<file path="src/design/mbpc_pkg.sv">
// types and constants shared by the button press classifier
// no dependencies
package mbpc_pkg;

    localparam int unsigned MAX_BUTTONS = 5;
    localparam int unsigned TIME_W      = 32;
    localparam int unsigned MS_W        = 16;
    localparam int unsigned CFG_IDX_W   = 3;

    localparam logic [CFG_IDX_W-1:0] REG_APP_MODE    = 3'd0;
    localparam logic [CFG_IDX_W-1:0] REG_LONG_ENABLE = 3'd1;
    localparam logic [CFG_IDX_W-1:0] REG_LONG_PRESS  = 3'd2;
    localparam logic [CFG_IDX_W-1:0] REG_WARNING     = 3'd3;
    localparam logic [CFG_IDX_W-1:0] REG_DEBOUNCE    = 3'd4;

    localparam logic [1:0] MODE_NO_SUPPRESS     = 2'd0;
    localparam logic [1:0] MODE_SUPPRESS_B0     = 2'd1;
    localparam logic [1:0] MODE_SUPPRESS_B1     = 2'd2;
    localparam logic [1:0] MODE_NO_SUPPRESS_ALT = 2'd3;

    localparam logic [1:0]             RST_APP_MODE    = 2'd0;
    localparam logic [MAX_BUTTONS-1:0] RST_LONG_ENABLE = 5'd19;
    localparam logic [MS_W-1:0]        RST_LONG_PRESS  = 16'd4000;
    localparam logic [MS_W-1:0]        RST_WARNING     = 16'd2000;
    localparam logic [MS_W-1:0]        RST_DEBOUNCE    = 16'd50;

    typedef struct packed {
        logic [MAX_BUTTONS-1:0] levels;
        logic [TIME_W-1:0]      now_ms;
    } sample_t;

    typedef struct packed {
        logic [MAX_BUTTONS-1:0] click_mask;
        logic [MAX_BUTTONS-1:0] warning_mask;
        logic [MAX_BUTTONS-1:0] long_press_mask;
        logic [MAX_BUTTONS-1:0] held_mask;
    } result_t;

    typedef struct packed {
        logic [1:0]             op_mode;
        logic [MAX_BUTTONS-1:0] long_enable_mask;
        logic [MS_W-1:0]        long_limit;
        logic [MS_W-1:0]        warn_limit;
        logic [MS_W-1:0]        click_min;
    } cfg_t;

    typedef struct packed {
        logic              pressed;
        logic              long_done;
        logic              warn_done;
        logic [TIME_W-1:0] press_start;
    } btn_state_t;

    typedef struct packed {
        logic click;
        logic warn;
        logic long_press;
        logic held;
    } btn_flags_t;

endpackage

</file>
<file path="src/design/multi_button_press_classifier_top.sv">
// Button press classifier: each sample word walks the buttons one per cycle, unless
// a stalled result holds it, through a state memory (read, update, write back); its
// result word enters the output register as its last button leaves the update stage,
// and the next sample starts right behind it. Buttons above five never press. The
// configuration port is always ready; the user writes it while idle (not enforced).
module multi_button_press_classifier_top #(
    parameter int unsigned NUM_BUTTONS = 5
) (
    input  logic                              clk,
    input  logic                              rst_n,
    input  logic                              sample_valid,
    output logic                              sample_stall,
    input  mbpc_pkg::sample_t                 sample,
    output logic                              result_valid,
    input  logic                              result_stall,
    output mbpc_pkg::result_t                 result,
    input  logic                              cfg_valid,
    output logic                              cfg_ready,
    input  logic [mbpc_pkg::CFG_IDX_W-1:0]    cfg_index,
    input  logic [mbpc_pkg::MS_W-1:0]         cfg_data
);
    import mbpc_pkg::*;

    localparam int unsigned NB_EFF   = (NUM_BUTTONS > MAX_BUTTONS) ? MAX_BUTTONS : NUM_BUTTONS;
    localparam int unsigned IDX_W    = (NB_EFF > 1) ? $clog2(NB_EFF) : 1;
    localparam logic [IDX_W-1:0] LAST_IDX = IDX_W'(NB_EFF - 1);
    localparam logic [MAX_BUTTONS-1:0] BTN_MASK = MAX_BUTTONS'((64'd1 << NB_EFF) - 64'd1);

    cfg_t cfg_reg;

    logic             it_valid_reg;
    sample_t          it_reg;
    logic [IDX_W-1:0] cnt_reg;

    logic              m_valid_reg;
    logic [IDX_W-1:0]  m_idx_reg;
    logic              m_level_reg;
    logic [TIME_W-1:0] m_now_reg;
    logic              m_last_reg;
    logic              m_first_reg;

    logic       fwd_hit_reg;
    btn_state_t fwd_data_reg;

    result_t acc_reg;
    result_t result_reg;
    logic    result_valid_reg;

    logic       advance;
    logic       issue;
    logic       last_issue;
    logic       accept;
    btn_state_t rd_data;
    btn_state_t cur_state;
    btn_state_t upd_state;
    btn_flags_t flags;
    logic [MAX_BUTTONS-1:0] onehot;
    result_t    bits;
    result_t    res_next;

    // configuration
    assign cfg_ready = 1'b1;

    always_ff @(posedge clk or negedge rst_n)
    begin
        if (!rst_n)
        begin
            cfg_reg.op_mode          <= RST_APP_MODE;
            cfg_reg.long_enable_mask <= RST_LONG_ENABLE;
            cfg_reg.long_limit       <= RST_LONG_PRESS;
            cfg_reg.warn_limit       <= RST_WARNING;
            cfg_reg.click_min        <= RST_DEBOUNCE;
        end
        else if (cfg_valid && cfg_ready)
        begin
            unique case (cfg_index)
                REG_APP_MODE:    cfg_reg.op_mode          <= cfg_data[1:0];
                REG_LONG_ENABLE: cfg_reg.long_enable_mask <= cfg_data[MAX_BUTTONS-1:0];
                REG_LONG_PRESS:  cfg_reg.long_limit       <= cfg_data;
                REG_WARNING:     cfg_reg.warn_limit       <= cfg_data;
                REG_DEBOUNCE:    cfg_reg.click_min        <= cfg_data;
                default:         cfg_reg                  <= cfg_reg;
            endcase
        end
    end

    // sequencing
    assign advance      = !(m_valid_reg && m_last_reg && result_valid_reg && result_stall);
    assign issue        = it_valid_reg && advance;
    assign last_issue   = (cnt_reg == LAST_IDX);
    assign sample_stall = it_valid_reg && !(issue && last_issue);
    assign accept       = sample_valid && !sample_stall;

    always_ff @(posedge clk or negedge rst_n)
    begin
        if (!rst_n)
        begin
            it_valid_reg <= 1'b0;
            cnt_reg      <= '0;
        end
        else if (accept)
        begin
            it_valid_reg <= 1'b1;
            cnt_reg      <= '0;
        end
        else if (issue && last_issue)
        begin
            it_valid_reg <= 1'b0;
        end
        else if (issue)
        begin
            cnt_reg <= cnt_reg + IDX_W'(1);
        end
    end

    always_ff @(posedge clk)
    begin
        if (accept)
        begin
            it_reg <= sample;
        end
    end

    // update stage
    always_ff @(posedge clk or negedge rst_n)
    begin
        if (!rst_n)
        begin
            m_valid_reg <= 1'b0;
            fwd_hit_reg <= 1'b0;
        end
        else if (advance)
        begin
            m_valid_reg <= issue;
            fwd_hit_reg <= issue && m_valid_reg && (m_idx_reg == cnt_reg);
        end
    end

    always_ff @(posedge clk)
    begin
        if (advance)
        begin
            m_idx_reg    <= cnt_reg;
            m_level_reg  <= it_reg.levels[cnt_reg];
            m_now_reg    <= it_reg.now_ms;
            m_last_reg   <= last_issue;
            m_first_reg  <= (cnt_reg == IDX_W'(0));
            fwd_data_reg <= upd_state;
        end
    end

    mbpc_state_mem #(
        .DEPTH (NB_EFF),
        .IDX_W (IDX_W)
    ) u_mem (
        .clk     (clk),
        .rst_n   (rst_n),
        .rd_en   (issue),
        .rd_idx  (cnt_reg),
        .rd_data (rd_data),
        .wr_en   (m_valid_reg && advance),
        .wr_idx  (m_idx_reg),
        .wr_data (upd_state)
    );

    assign cur_state = fwd_hit_reg ? fwd_data_reg : rd_data;

    mbpc_classify #(
        .IDX_W (IDX_W)
    ) u_classify (
        .cur    (cur_state),
        .level  (m_level_reg),
        .now_ms (m_now_reg),
        .idx    (m_idx_reg),
        .cfg    (cfg_reg),
        .nxt    (upd_state),
        .flags  (flags)
    );

    // result assembly
    assign onehot = MAX_BUTTONS'(1) << m_idx_reg;

    always_comb
    begin
        bits.click_mask      = flags.click      ? onehot : '0;
        bits.warning_mask    = flags.warn       ? onehot : '0;
        bits.long_press_mask = flags.long_press ? onehot : '0;
        bits.held_mask       = flags.held       ? onehot : '0;
        res_next             = m_first_reg ? bits : (acc_reg | bits);
    end

    always_ff @(posedge clk)
    begin
        if (advance && m_valid_reg)
        begin
            acc_reg <= res_next;
        end
        if (advance && m_valid_reg && m_last_reg)
        begin
            result_reg <= res_next;
        end
    end

    always_ff @(posedge clk or negedge rst_n)
    begin
        if (!rst_n)
        begin
            result_valid_reg <= 1'b0;
        end
        else if (advance && m_valid_reg && m_last_reg)
        begin
            result_valid_reg <= 1'b1;
        end
        else if (!result_stall)
        begin
            result_valid_reg <= 1'b0;
        end
    end

    assign result_valid = result_valid_reg;
    assign result       = result_reg;

    // checks
    a_accept_starts_at_zero: assert property (@(posedge clk) disable iff (!rst_n)
        (sample_valid && !sample_stall) |=> (it_valid_reg && (cnt_reg == '0)))
        else $error("accepted word does not start at button zero");

    a_update_holds: assert property (@(posedge clk) disable iff (!rst_n)
        (m_valid_reg && !advance) |=> (m_valid_reg && $stable(m_idx_reg)))
        else $error("update stage moved while frozen");

    a_fwd_needs_update: assert property (@(posedge clk) disable iff (!rst_n)
        fwd_hit_reg |-> m_valid_reg)
        else $error("forwarded state without an update in flight");

    a_click_not_held: assert property (@(posedge clk) disable iff (!rst_n)
        result_valid |-> (((result.click_mask & result.held_mask) == '0) &&
                          ((result.held_mask & ~BTN_MASK) == '0)))
        else $error("click on a held or absent button");

endmodule

</file>
<file path="src/design/mbpc_state_mem.sv">
// per-button state memory, registered read, valid bit per entry
// depends on mbpc_pkg
module mbpc_state_mem #(
    parameter int unsigned DEPTH = 5,
    parameter int unsigned IDX_W = 3
) (
    input  logic                clk,
    input  logic                rst_n,
    input  logic                rd_en,
    input  logic [IDX_W-1:0]    rd_idx,
    output mbpc_pkg::btn_state_t rd_data,
    input  logic                wr_en,
    input  logic [IDX_W-1:0]    wr_idx,
    input  mbpc_pkg::btn_state_t wr_data
);
    import mbpc_pkg::*;

    btn_state_t mem [DEPTH];
    logic [DEPTH-1:0] vld_reg;
    btn_state_t rd_raw_reg;
    logic rd_vld_reg;

    always_ff @(posedge clk)
    begin
        if (wr_en)
        begin
            mem[wr_idx] <= wr_data;
        end
        if (rd_en)
        begin
            rd_raw_reg <= mem[rd_idx];
        end
    end

    always_ff @(posedge clk or negedge rst_n)
    begin
        if (!rst_n)
        begin
            vld_reg    <= '0;
            rd_vld_reg <= 1'b0;
        end
        else
        begin
            if (wr_en)
            begin
                vld_reg[wr_idx] <= 1'b1;
            end
            if (rd_en)
            begin
                rd_vld_reg <= vld_reg[rd_idx];
            end
        end
    end

    assign rd_data = rd_vld_reg ? rd_raw_reg : '0;

endmodule

</file>
<file path="src/design/mbpc_classify.sv">
// next-state and event logic for one button on one sample
// depends on mbpc_pkg
module mbpc_classify #(
    parameter int unsigned IDX_W = 3
) (
    input  mbpc_pkg::btn_state_t cur,
    input  logic                 level,
    input  logic [31:0]          now_ms,
    input  logic [IDX_W-1:0]     idx,
    input  mbpc_pkg::cfg_t       cfg,
    output mbpc_pkg::btn_state_t nxt,
    output mbpc_pkg::btn_flags_t flags
);
    import mbpc_pkg::*;

    logic [TIME_W-1:0] held_ms;
    logic suppressed;
    logic enabled;
    logic over_warn;
    logic under_long;
    logic over_long;
    logic over_debounce;

    assign held_ms       = now_ms - cur.press_start;
    assign suppressed    = ((idx == IDX_W'(0)) && (cfg.op_mode == MODE_SUPPRESS_B0)) ||
                           ((idx == IDX_W'(1)) && (cfg.op_mode == MODE_SUPPRESS_B1));
    assign enabled       = cfg.long_enable_mask[idx] && !suppressed;
    assign over_warn     = held_ms > TIME_W'(cfg.warn_limit);
    assign under_long    = held_ms < TIME_W'(cfg.long_limit);
    assign over_long     = held_ms > TIME_W'(cfg.long_limit);
    assign over_debounce = held_ms > TIME_W'(cfg.click_min);

    always_comb
    begin
        nxt   = cur;
        flags = '0;
        if (level)
        begin
            if (!cur.pressed)
            begin
                nxt.pressed     = 1'b1;
                nxt.press_start = now_ms;
                nxt.long_done   = 1'b0;
                nxt.warn_done   = 1'b0;
            end
            else if (enabled)
            begin
                if (!cur.warn_done && over_warn && under_long)
                begin
                    flags.warn    = 1'b1;
                    nxt.warn_done = 1'b1;
                end
                if (!cur.long_done && over_long)
                begin
                    flags.long_press = 1'b1;
                    nxt.long_done    = 1'b1;
                end
            end
        end
        else if (cur.pressed)
        begin
            nxt.pressed = 1'b0;
            flags.click = !cur.long_done && over_debounce;
        end
        flags.held = nxt.pressed;
    end

endmodule
</file>
<file path="config.mk">
export PLATFORM = sky130hd
export DESIGN_NAME = multi_button_press_classifier_top
export DESIGN_NICKNAME = d
export VERILOG_FILES = /design/src/design/mbpc_pkg.sv /design/src/design/multi_button_press_classifier_top.sv /design/src/design/mbpc_state_mem.sv /design/src/design/mbpc_classify.sv
export SDC_FILE = /design/constraint.sdc
export NUM_CORES = 1
export LEC_CHECK = 0
export ABC_AREA = 1
export BUFFER_PORTS_ARGS = -buffer_cell sky130_fd_sc_hd__buf_2
export CORE_MARGIN = 5
export CORE_UTILIZATION = 35
export CTS_BUF_LIST = sky130_fd_sc_hd__clkbuf_8
export DETAILED_ROUTE_END_ITERATION = 8
export PLACE_DENSITY = 0.48
export SLEW_MARGIN = 40
export SYNTH_ARGS = -nofsm -noshare
export SYNTH_HDL_FRONTEND = slang
export SYNTH_SLANG_ARGS = --single-unit
</file>
<file path="constraint.sdc">
create_clock -name clk -period 6.3 [get_ports clk]
set_input_delay 1.26 -clock clk [delete_from_list [all_inputs] [get_ports clk]]
set_output_delay 1.26 -clock clk [all_outputs]
set_load 0.01 [all_outputs]
</file>
# Word level (Yosys, flattened, before mapping)
# Memory sizes are Yosys's and may differ from the RTL's. A register that Yosys moved wholly into a read port is not among the register bits.
# Index checks and enable logic that the tools add are counted.
op_classes:
  addsub: 2
  eq_ne: 11
  shifts: 1
  bitwise_logic: 2
  n_mux: 38
  reduce_logical: 37
  magnitude_cmp: 7
ops:
  columns: ["cell", "n"]
  rows:
  - ["$gt A32 B16 Y1", 3]
  - ["$mux W35", 2]
  - ["$mux W34", 1]
  - ["$lt A32 B16 Y1", 1]
  - ["$mux W32", 1]
  - ["$sub A32 B32 Y32", 1]
  - ["$mux W20", 1]
  - ["$mux W5", 4]
  - ["$or A20 B20 Y20", 1]
  - ["$logic_and A1 B1 Y1", 19]
  - ["$mux W1", 17]
  - ["$reduce_and A2 Y1", 6]
  - ["$mux W2", 5]
  - ["$bmux W1 S3", 3]
  - ["$logic_not A3 Y1", 3]
  - ["$mux W3", 3]
  - ["$lt A3 B4 Y1 const B", 2]
  - ["$eq A3 B1 Y1 const B", 2]
  - ["$eq A3 B2 Y1 const B", 2]
  - ["$eq A3 B3 Y1 const B", 2]
  - ["$logic_not A1 Y1", 6]
  - ["$or A5 B5 Y5", 1]
  - ["$shl A1 B3 Y5 const A", 1]
  - ["$reduce_bool A2 Y1", 2]
  - ["9 further kinds", 9]
word_totals:
  elab_cells: 130
  mem_bits_rw: 175
  mem_count: 1
  reg_bits: 218
  inputBits: 61
mem_list:
  columns: ["name", "words", "width", "rd", "rd_clocked_by_memory_dff", "wr", "line_no", "source"]
  rows:
  - ["u_mem.mem", 5, 35, 1, 1, 1, "mbpc_state_mem.sv:18", "btn_state_t mem [DEPTH];"]

# Depth between registers and ports, before layout
# Gate-level depths: netlist (run 1).
depth:
  word_depth: 13
  ltp_mapped: 29
  depth_no_buf: 27

# Cells and area by module
# A second synthesis (run 1) with hierarchy kept.
hier_totals:
  hier_cells: 2145
  area_unflattened_um2: 20817.5
modules_own_cells:
  columns: ["mod", "area_per_inst_um2", "n_inst", "cells_per_inst"]
  rows:
  - ["mbpc_state_mem", 8368.0, 1, 670]
  - ["multi_button_press_classifier_top", 8008.9, 1, 608]
  - ["mbpc_classify", 4440.5, 1, 867]

# Worst setup path after synthesis (run 1)
# OpenSTA, ideal clock, no wires.
synth_timing:
  kind: "input to register"
  start: "input result_stall"
  end: "register cnt_reg[1]"
  path_slack_ps: 727
  setup_time_ps: 122
  stages: 7
  t_arrival_ps: 5451
  cell_sequence: "nand2_1 nor2_1 inv_1 a21oi_1 nor2_1 a21oi_1 a32o_1"
synth_between:
  elab_chain_cells: 10
synth_lines:
  columns: ["element", "line_no", "source"]
  rows:
  - ["from (decl)", "multi_button_press_classifier_top.sv:15", "input logic result_stall,"]
  - ["$logic_and A1 B1 Y1 (*)", "multi_button_press_classifier_top.sv:88", "assign advance = !(m_valid_reg && m_last_reg && result_valid_reg && result_stall);"]
  - ["$logic_not A1 Y1 (*)", "multi_button_press_classifier_top.sv:88", null]
  - ["$logic_and A1 B1 Y1 (*)", "multi_button_press_classifier_top.sv:89", "assign issue = it_valid_reg && advance;"]
  - ["$logic_and A1 B1 Y1 (*)", "multi_button_press_classifier_top.sv:91", "assign sample_stall = it_valid_reg && !(issue && last_issue);"]
  - ["$logic_not A1 Y1 (*)", "multi_button_press_classifier_top.sv:91", null]
  - ["$logic_and A1 B1 Y1 (*)", "multi_button_press_classifier_top.sv:91", null]
  - ["named net sample_stall", "multi_button_press_classifier_top.sv:12", "output logic sample_stall,"]
  - ["$logic_not A1 Y1 (*)", "multi_button_press_classifier_top.sv:92", "assign accept = sample_valid && !sample_stall;"]
  - ["$logic_and A1 B1 Y1 (*)", "multi_button_press_classifier_top.sv:92", null]
  - ["named net accept", "multi_button_press_classifier_top.sv:52", "logic accept;"]
  - ["$ne A2 B2 Y1 (no source line) or $reduce_bool A2 Y1 (tied branches)", null, null]
  - ["$reduce_and A2 Y1 (no source line)", null, null]
  - ["to (signal assigned)", "multi_button_press_classifier_top.sv:112", "cnt_reg <= cnt_reg + IDX_W'(1);"]
  - ["to (decl)", "multi_button_press_classifier_top.sv:33", "logic [IDX_W-1:0] cnt_reg;"]
# The timed path passes the listed nets; every way through them passes the cells marked *.
# A chain may end at the register's enable or synchronous reset.

==> metrics.md, run 1 <==
| Metric | Value |
|---|---|
| Status | complete, no violations |
| Mean Syn Cell Area | 10.53 um2 |
| Routability congestion estimate | 0.9148 |
| Die W | 248.9 um |
| Synthesis-stage register bit count | 428 |
| Worst Setup Start Kind | flop |
| Worst EP arrival | 5.40 ns |
| Unrepaired setup endpoints after global routing | no |
| Fill count | 5552 |
| Max FFs per register | 175 |
| Slew Limit Fails | 0 |
| Most used flip-flop cell after synthesis | edfxtp_1 |
| First-pass GRT wire length | 81490 um |
| Hold Slack | 0.4152 ns |
| Worst-Skew Late Latency | 0.66 ns |
| Yosys top cell area share | 54.11% |
| Clk slew on worst S/H paths | 0.07 ns |
| Drt pass-1 iters | 4 |
| Synth area leaders | edfxtp_1, nand2_1, dfrtp_1, nor2_1, o21ai_0 |
| Post-Synth Simple-Gate Area | 16.65% |
| Worst vdd ir | 271.9 uV |
| Layout cell share with drive strength beyond 1 | 14.93% |
| Final hold vios | 0 |
| Synthesized net count | 2030 |
| Leakage | 9.331 nW |
| Post-detail-place hpwl | 35350 um |
| Via density | 4.861 |
| Relative slew slack | 42.88% |
| GRT Overall Usage | 16.78% |
| DRC | 0 |
| Most common cell in the netlist | edfxtp_1 |
| Area grow syn2layout | 13.85% |
| Ports | 84 |
| Post-synthesis xor/xnor area fraction | 0.7015% |
| Initial DRC Count | 844 |
| Post-synth top area cell | edfxtp_1 |
| Synthesized area | 19980 um2 |
| Compound-cell area share of the yosys netlist | 10.11% |
| Number of global-route vias before repair | 13920 |
| Clock buffer depth | 3 |
| Asr flop ratio synth | 15.89% |
| Mux cell area share after synthesis | 0% |
| Post-DRT Antenna Nets | 0 |
| Post-Route Setup TNS | 0 ns |
| Largest net degree at the start of global routing | 80 |
| Post-CTS sizing | 0 |
| Fin area | 22740 um2 |
| WS Path Type | reg -> reg |
| DR vias | 13770 |
| Post-synth top cells | edfxtp_1, nand2_1, nor2_1, inv_1, o21ai_0 |
| H-tree levels | 3 |
| Row count | 87 |
| Number of diodes | 0 |
| Die Footprint | 61950 um2 |
| Clk sink count | 428 |
| Layout net count | 2152 |
| Initial antenna violation count | 0 |
| Netlist cell types | 57 |
| Final Cycle Share | 79.84% |
| HP Class | reg -> reg |
| # port buffers | 82 |
| CTS root buf | clkbuf_8 |
| Final min period | 5.030 ns |
| Setup repair bufs after CTS | 0 |
| Max cap viols | 0 |
| CP required | 6.67 ns |
| F_max | 198.8 MHz |
| Synth Area in Adders | 4.447% |
| Initial Utilization | 35.36% |
| Number of synthesized flops with an enable pin | 360 |
| Cell area after placement | 21360 um2 |
| Register area share after synthesis | 62.75% |
| DRT Wirelength | 52500 um |
| Hold_buf cts | 0 |
| Power Dens Cells | 593.7 nW/um2 |
| Endpoints failing setup | 0 |
| WL per Instance | 18.54 um |
| Total grt overflow | 0 |
| Main combinational cell family by area after synthesis | simple AND/OR/NAND/NOR gates |
| Die height | 248.9 um |
| Synth warn | 0 |
| Crit Path Max Fanout | 20 |
| Placeable Area | 56500 um2 |
| Cts bufs inserted | 76 |
| Clock tree from TritonCTS | yes |
| Clk_skew | 0.03999 ns |
| Post-Synthesis Cells | 1898 |
| Crit end category | flop |
| Slew @ Worst Pin | 0.8478 ns |
-- worst max-delay path: stages (launching register included) --
cell and delay (ns):
dfrtp_1 0.82, inv_1 0.14, nor2_2 0.51, a22oi_1 0.17, ha_1 0.47, nand3_4 0.13
nor2_2 0.15, nand2_1 0.09, clkinv_1 0.06, nand2_2 0.05, nand2_2 0.08, xor2_1 0.38
ha_1 0.23, nand4_1 0.15, nor4_1 0.33, nand2_1 0.09, o21ai_0 0.53, nand3_4 0.17
nand3_1 0.10, o21ai_1 0.08
-- area by class of cell --
cell class | instances | area [um2] | area share, %
Inverter | 206 | 779.5 | 3.427
Timing Repair Buffer | 107 | 656.9 | 2.888
Clock inverter | 53 | 257.7 | 1.133
Sequential cell | 428 | 12540 | 55.12
Multi-Input combinational cell | 1201 | 6452 | 28.37
Tap cell | 756 | 945.9 | 4.159
Clock buffer | 81 | 1115 | 4.902
-- metrics by stage --
step	total power, W	setup slack (ns)	util, %	std cells
floorplan	0.009213	0.7270	-	1898
global placement	0.01111	1.332	37.66	2694
detailed placement	0.01124	1.212	37.80	2697
CTS	0.01367	1.160	40.23	2831
global route	0.01465	0.8119	40.26	2832
finish	0.01350	1.270	40.26	2832
-- placed cells by master (no fill, tap or decap), drive strengths merged, types with 4 or more instances in the layout --
| master | instances |
|---|---|
| a211oi | 4 |
| a21oi | 59 |
| a22oi | 21 |
| a31oi | 36 |
| buf | 107 |
| clkbuf | 81 |
| clkinv | 19 |
| dfrtp | 50 |
| dfstp | 18 |
| edfxtp | 360 |
| ha | 71 |
| inv | 238 |
| nand2 | 376 |
| nand3 | 91 |
| nand3b | 4 |
| nand4 | 10 |
| nor2 | 257 |
| nor3 | 17 |
| o21ai | 194 |
| o22ai | 13 |
| or2 | 4 |
| xor2 | 13 |
-- logic make-up after synthesis --
group                      after synthesis
AOI/OAI and AO/OA                      352
xor gates and xnor gates                16
adders and majority gates               71
buffers and inverters                  269
DFF                                    428
other                                    1
and+or+nand+nor                        761
-- final timing paths --
check | from | slack [ns] | cells after the start | end
max | u_mem.rd_vld_reg | 1.27 | 19 | result[19]
min | it_reg[11] | 0.42 | 0 | m_now_reg[11]
max reg2reg | u_mem.rd_vld_reg | 1.27 | 19 | result[19]
min reg2reg | it_reg[11] | 0.42 | 0 | m_now_reg[11]
max in group asynchronous | rst_n | 5.06 | 2 | cnt_reg[0]
min in group asynchronous | rst_n | 0.71 | 2 | u_mem.rd_vld_reg
-- layer usage --
metal  vias up  track usage (%)  wire length, um
met5         -                0                0
met4         0            5.297             1173
met3        77            2.819             1710
met2       256            28.37            25050
met1      6649            22.21            24570
li1       6785                -                -
-- report_power, final --
part / internal [W] / switching, W / total, W
combinational: 0.00190 / 0.00422 / 0.00612
clock: 0.00123 / 0.00114 / 0.00237
sequential: 0.00464 / 0.000384 / 0.00502
total: 0.00776 / 0.00574 / 0.0135
Note: power is estimated with default switching activity, not from simulation.
==> run 2, diff against run 1 <==
--- a/config.mk
+++ b/config.mk
@@ -11,7 +11,7 @@
 export CORE_UTILIZATION = 35
 export CTS_BUF_LIST = sky130_fd_sc_hd__clkbuf_8
 export DETAILED_ROUTE_END_ITERATION = 8
-export PLACE_DENSITY = 0.48
+export PLACE_DENSITY = 0.5
 export SLEW_MARGIN = 40
 export SYNTH_ARGS = -nofsm -noshare
 export SYNTH_HDL_FRONTEND = slang
==> constraint.sdc (replaced) <==
create_clock -name clk -period 4.6 [get_ports clk]
set_input_delay 0.92 -clock clk [delete_from_list [all_inputs] [get_ports clk]]
set_output_delay 0.92 -clock clk [all_outputs]
set_load 0.01 [all_outputs]
==> metrics.md, run 2 (synthesis gave the netlist of run 1 again) <==
| Metric | Value |
|---|---|
| HP Class | in -> async |
| Total grt overflow | 0 |
| Routability congestion estimate | 0.8827 |
| GRT Overall Usage | 16.63% |
| Worst R2R End | acc_reg[18] |
| Die height | 248.9 um |
| Finished Layout Cells | 2842 |
| Post-detail-place hpwl | 34970 um |
| Final setup margin | 0.3944 ns |
| Slew @ Worst Pin | 0.7471 ns |
| Reg area | 12540 um2 |
| CP delay by family, top | simple AND/OR/NAND/NOR gates |
| Max cap viols | 0 |
| Crit end category | flop |
| Slew Limit Fails | 0 |
| DRT Wirelength | 51800 um |
| Clock tree from TritonCTS | yes |
| R2R Setup Slk | 0.39 ns |
| Final hold vios | 0 |
| Unrepaired setup endpoints after global routing | no |
| Row count | 87 |
| First-pass GRT wire length | 80900 um |
| Slowest library cell on the worst path | ha_1 |
| Layout net count | 2159 |
| Reg2Reg Depth | 20 |
| Max FFs per register | 175 |
| Most common cell after layout, fill and taps aside | edfxtp_1 |
| CP required | 5.01 ns |
| Clock buffer depth | 3 |
| Dpl cells | 2702 |
| Relative slew slack | 49.67% |
| Die Footprint | 61950 um2 |
| Ports | 84 |
| Crit Path Max Fanout | 6 |
| Post-DRT Antenna Nets | 0 |
| Dpl ws | 0.1017 ns |
| Clk_skew | 0.03921 ns |
| Cts bufs inserted | 77 |
| CP peak stage delay | 0.44 ns |
| Final core utilization | 40.44% |
| Worst-Skew Late Latency | 0.68 ns |
| Clk slew on worst S/H paths | 0.06 ns |
| H-tree levels | 3 |
| Status | complete, no violations |
| WS Path Type | reg -> reg |
| Fill count | 5497 |
| Placeable Area | 56500 um2 |
| Layout cell share with drive strength beyond 1 | 15.48% |
| Worst vdd ir | 467.7 uV |
| Number of diodes | 0 |
| Worst EP arrival | 4.62 ns |
| DRC | 0 |
| Leakage | 9.406 nW |
| Worst path buffer plus inverter count | 2 |
| CP Cell Sequence | nor2_2 -> a22oi_1 -> ha_1 -> nand3_4 -> inv_2 -> nand2_2 -> nor3_2 -> nand2_1 -> nand2_1 -> xor2_2 -> ha_1 -> a21oi_1 -> nor2_1 -> a211oi_1 -> o211ai_1 -> o21ai_1 -> buf_4 -> nand3_4 -> nand3_1 -> o21ai_1 |
| Setup repair bufs after CTS | 0 |
| Worst Setup Start Kind | flop |
| Final min period | 4.206 ns |
| F_max | 237.8 MHz |
| Die W | 248.9 um |
| Area of the multi-input gates | 6469 um2 |
| CTS root buf | clkbuf_8 |
| Endpoints failing setup | 0 |
| Initial antenna violation count | 0 |
| Largest net degree at the start of global routing | 80 |
| DR vias | 13750 |
| Initial Utilization | 35.36% |
| Final Cycle Share | 91.43% |
| Via density | 4.840 |
| Power Dens Cells | 816.5 nW/um2 |
| WL per Instance | 18.23 um |
| Drt pass-1 iters | 5 |
| Initial DRC Count | 800 |
| Post-Route Setup TNS | 0 ns |
| Most frequent cells in the layout | edfxtp_1, nand2_1, nor2_1 |
| Area grow syn2layout | 14.37% |
| Hold Slack | 0.3597 ns |
| Clk sink count | 428 |
| # port buffers | 82 |
| Critical path depth in cells | 20 |
| Number of global-route vias before repair | 14200 |
| Critical R2R Launch | fwd_hit_reg |
==> run 2: cell types whose count changed in the layout (fill, tap and decap cells not counted), sizes merged <==
cell / delta
clkinvlp: +1
bufinv: +1
buf: +6
clkbuf: +1
inv: +7
clkinv: -6
==> run 2: stage by stage <==
stage,cell area (um2),power (W)
6_report,22850,0.01866
5_1_grt,22850,0.02028
4_1_cts,22800,0.01887
3_5_place_dp,21360,0.01542
3_3_place_gp,21350,0.01528
2_1_floorplan,19980,0.01262
==> run 2: cell type report <==
type	instances	share of cell area, %
sequential	428	54.87
multi-input combinational	1201	28.31
clock buffer	82	4.939
tap	756	4.140
inverter	206	3.428
timing repair buffer	113	2.984
clock inverter	56	1.325
==> run 2: layer usage <==
| metal | vias to the layer above | part of all wire (%) | track usage [%] |
|---|---|---|---|
| met1 | 6575 | 45 | 21.46 |
| met5 | - | 0 | 0 |
| met2 | 311 | 48 | 28.18 |
| met3 | 71 | 4.9 | 3.049 |
| met4 | 0 | 2.6 | 5.959 |
| li1 | 6797 | - | - |
==> run 2: worst max-delay path by stage <==
| stage | startpoint | to | slack (ns) |
|---|---|---|---|
| after global routing | u_mem.rd_vld_reg | acc_reg[19] | 0.05 |
| final | fwd_hit_reg | acc_reg[18] | 0.39 |
| after CTS | fwd_hit_reg | acc_reg[18] | 0.06 |
| after detailed placement | fwd_hit_reg | result[18] | 0.10 |
| after global placement | fwd_hit_reg | result[18] | 0.07 |
| after floorplan | result_stall | u_mem.mem[0][0] | 0.43 |
==> run 2: power breakdown <==
part	internal, W	switching [W]	total, W
registers	0.00635	0.000475	0.00682
logic	0.00265	0.00584	0.00849
clock network	0.00176	0.00157	0.00334
total	0.0108	0.00789	0.0187
==> run 2: timing repair <==
action,4_1_cts,5_1_grt
gates resized for setup,0,4
hold buffers,0,0
setup endpoints to repair,0,16
==> run 3, diff against run 2 <==
--- a/config.mk
+++ b/config.mk
@@ -10,8 +10,9 @@
 export CORE_MARGIN = 5
 export CORE_UTILIZATION = 35
 export CTS_BUF_LIST = sky130_fd_sc_hd__clkbuf_8
+export CTS_CLUSTER_DIAMETER = 80
 export DETAILED_ROUTE_END_ITERATION = 8
-export PLACE_DENSITY = 0.5
+export PLACE_DENSITY = 0.48
 export SLEW_MARGIN = 40
 export SYNTH_ARGS = -nofsm -noshare
 export SYNTH_HDL_FRONTEND = slang
==> constraint.sdc (replaced) <==
create_clock -name clk -period 3.9 [get_ports clk]
set_input_delay 0.78 -clock clk [delete_from_list [all_inputs] [get_ports clk]]
set_output_delay 0.78 -clock clk [all_outputs]
set_load 0.01 [all_outputs]
==> metrics.md, run 3 (synthesis gave the netlist of run 1 again) <==
| Metric | Value |
|---|---|
| Slew Limit Fails | 0 |
| Initial Utilization | 35.36% |
| Status | complete, no violations |
| WL per Instance | 18.21 um |
| Leakage | 9.773 nW |
| Clock buffer depth | 3 |
| GRT Overall Usage | 16.65% |
| CP delay by family, top | simple AND/OR/NAND/NOR gates |
| Crit Path Max Fanout | 12 |
| Row count | 87 |
| Number of diodes | 0 |
| Dpl cells | 2742 |
| Worst EP arrival | 4.13 ns |
| Ports | 84 |
| Worst-Skew Late Latency | 0.65 ns |
| Layout cell share with drive strength beyond 1 | 21.60% |
| Placeable Area | 56500 um2 |
| Slowest library cell on the worst path | dfrtp_2 |
| Dpl ws | -0.1755 ns |
| Worst vdd ir | 534.2 uV |
| Crit end category | flop |
| Worst Setup Start Kind | flop |
| WS Path Type | reg -> reg |
| Reg2Reg Depth | 22 |
| Max cap viols | 0 |
| Final Cycle Share | 93.79% |
| Final min period | 3.658 ns |
| Power Dens Cells | 1003 nW/um2 |
| Relative slew slack | 32.18% |
| Number of global-route vias before repair | 14050 |
| Final setup margin | 0.2423 ns |
| DR vias | 13980 |
| First-pass GRT wire length | 80990 um |
| Initial antenna violation count | 0 |
| R2R Setup Slk | 0.24 ns |
| Die height | 248.9 um |
| Clock tree from TritonCTS | yes |
| Initial DRC Count | 825 |
| Die W | 248.9 um |
| Largest net degree at the start of global routing | 80 |
| Worst R2R End | u_mem.mem[2][33] |
| Top cell by count, worst path | nand2_1 |
| Fill count | 5417 |
| Most common cell after layout, fill and taps aside | edfxtp_1 |
| H-tree levels | 3 |
| Drt pass-1 iters | 5 |
| Most frequent cells in the layout | edfxtp_1, nand2_1, nor2_1 |
| CP required | 4.37 ns |
| Total grt overflow | 0 |
| DRC | 0 |
| Clk slew on worst S/H paths | 0.06 ns |
| Via density | 4.838 |
| Hold_buf cts | 0 |
| Post-Route Setup TNS | 0 ns |
| Cts bufs inserted | 77 |
| Clk_skew | 0.02343 ns |
| F_max | 273.4 MHz |
| Critical R2R Launch | fwd_hit_reg |
| Post-DRT Antenna Nets | 0 |
| DRT Wirelength | 52640 um |
| Worst path buffer plus inverter count | 4 |
| Post-detail-place hpwl | 35100 um |
| Slew @ Worst Pin | 1.017 ns |
| CTS root buf | clkbuf_8 |
| # port buffers | 82 |
| HP Class | in -> async |
| Final hold vios | 0 |
| Finished Layout Cells | 2890 |
| CP peak stage delay | 0.45 ns |
| Layout net count | 2207 |
| Clk sink count | 428 |
| Endpoints failing setup | 0 |
| Area grow syn2layout | 20.04% |
| CP Cell Sequence | buf_6 -> a22oi_2 -> ha_4 -> nand2_1 -> inv_1 -> nand3_1 -> nand2_1 -> a21oi_2 -> nand2_4 -> xor2_4 -> buf_6 -> ha_1 -> nand2_2 -> inv_1 -> nand3_1 -> nor3_2 -> nand2_1 -> o2111ai_2 -> nand2_1 -> nand3_4 -> nand2_1 -> a21oi_4 |
| Die Footprint | 61950 um2 |
| Routability congestion estimate | 0.9099 |
| Max FFs per register | 175 |
-- run 3: power by group --
part	switching, W	internal [W]	total (W)	leakage, nW
sequential	0.000605	0.00749	0.00809	4.32
combinational	0.00756	0.00417	0.0117	4.59
clock	0.00186	0.00236	0.00423	0.863
-- run 3: how the worst max path moves through the flow --
stage          slack [ns]    startpoint               end  depth (start not counted)
6_report             0.24   fwd_hit_reg  u_mem.mem[2][33]                         22
5_1_grt             -0.06   fwd_hit_reg       acc_reg[16]                         21
4_1_cts              0.02   fwd_hit_reg  fwd_data_reg[32]                         20
3_5_place_dp        -0.18   fwd_hit_reg  u_mem.mem[1][33]                         21
3_3_place_gp        -0.08   fwd_hit_reg  u_mem.mem[1][32]                         22
2_1_floorplan       -0.13  result_stall   u_mem.mem[0][0]                          5
-- run 3: timing repair --
action                                  CTS  global route
resized for setup                         4           113
buffers inserted                          0            11
cloned                                    0             1
pin swaps                                 0            35
endpoints found under the setup margin   32            42
-- run 3: worst reg2reg max path, delay by kind of cell, from the launching register on --
kind,cells,cell delay (ns)
buffers and inverters,4,0.44
and+or+nand+nor,11,1.10
adders and majority gates,2,0.54
AOI/OAI and AO/OA,4,0.74
DFF,1,0.45
xor gates and xnor gates,1,0.22
-- run 3: layer usage --
layer	up-vias	routed length (um)	global-route usage [%]
li1	6892	-	-
met1	6745	23420	21.38
met2	268	25810	28.58
met3	78	2121	3.090
met4	0	1289	5.486
met5	-	0	0
-- run 3: area by class of cell --
cell class	count	area, um2	area share, %
sequential	428	12540	52.28
timing repair buffer	161	1109	4.623
clock buffer	83	1142	4.764
clock inverter	55	400.4	1.670
tap	756	945.9	3.944
multi-input combinational	1201	7063	29.45
inverter	206	783.3	3.266
-- run 3: through the flow --
| stage | hold WS, ns | total power, W | area (um2) | utilization [%] |
|---|---|---|---|---|
| final | 0.09756 | 0.02405 | 23980 | 42.45 |
| after detailed placement | 0.4054 | 0.01872 | 21690 | 38.39 |
| after global placement | 0.4034 | 0.01857 | 21680 | 38.37 |
| after floorplan | 0.4003 | 0.01488 | 19980 | - |
| after CTS | 0.04429 | 0.02310 | 23260 | 41.17 |
| after global routing | 0.08115 | 0.02608 | 23980 | 42.45 |
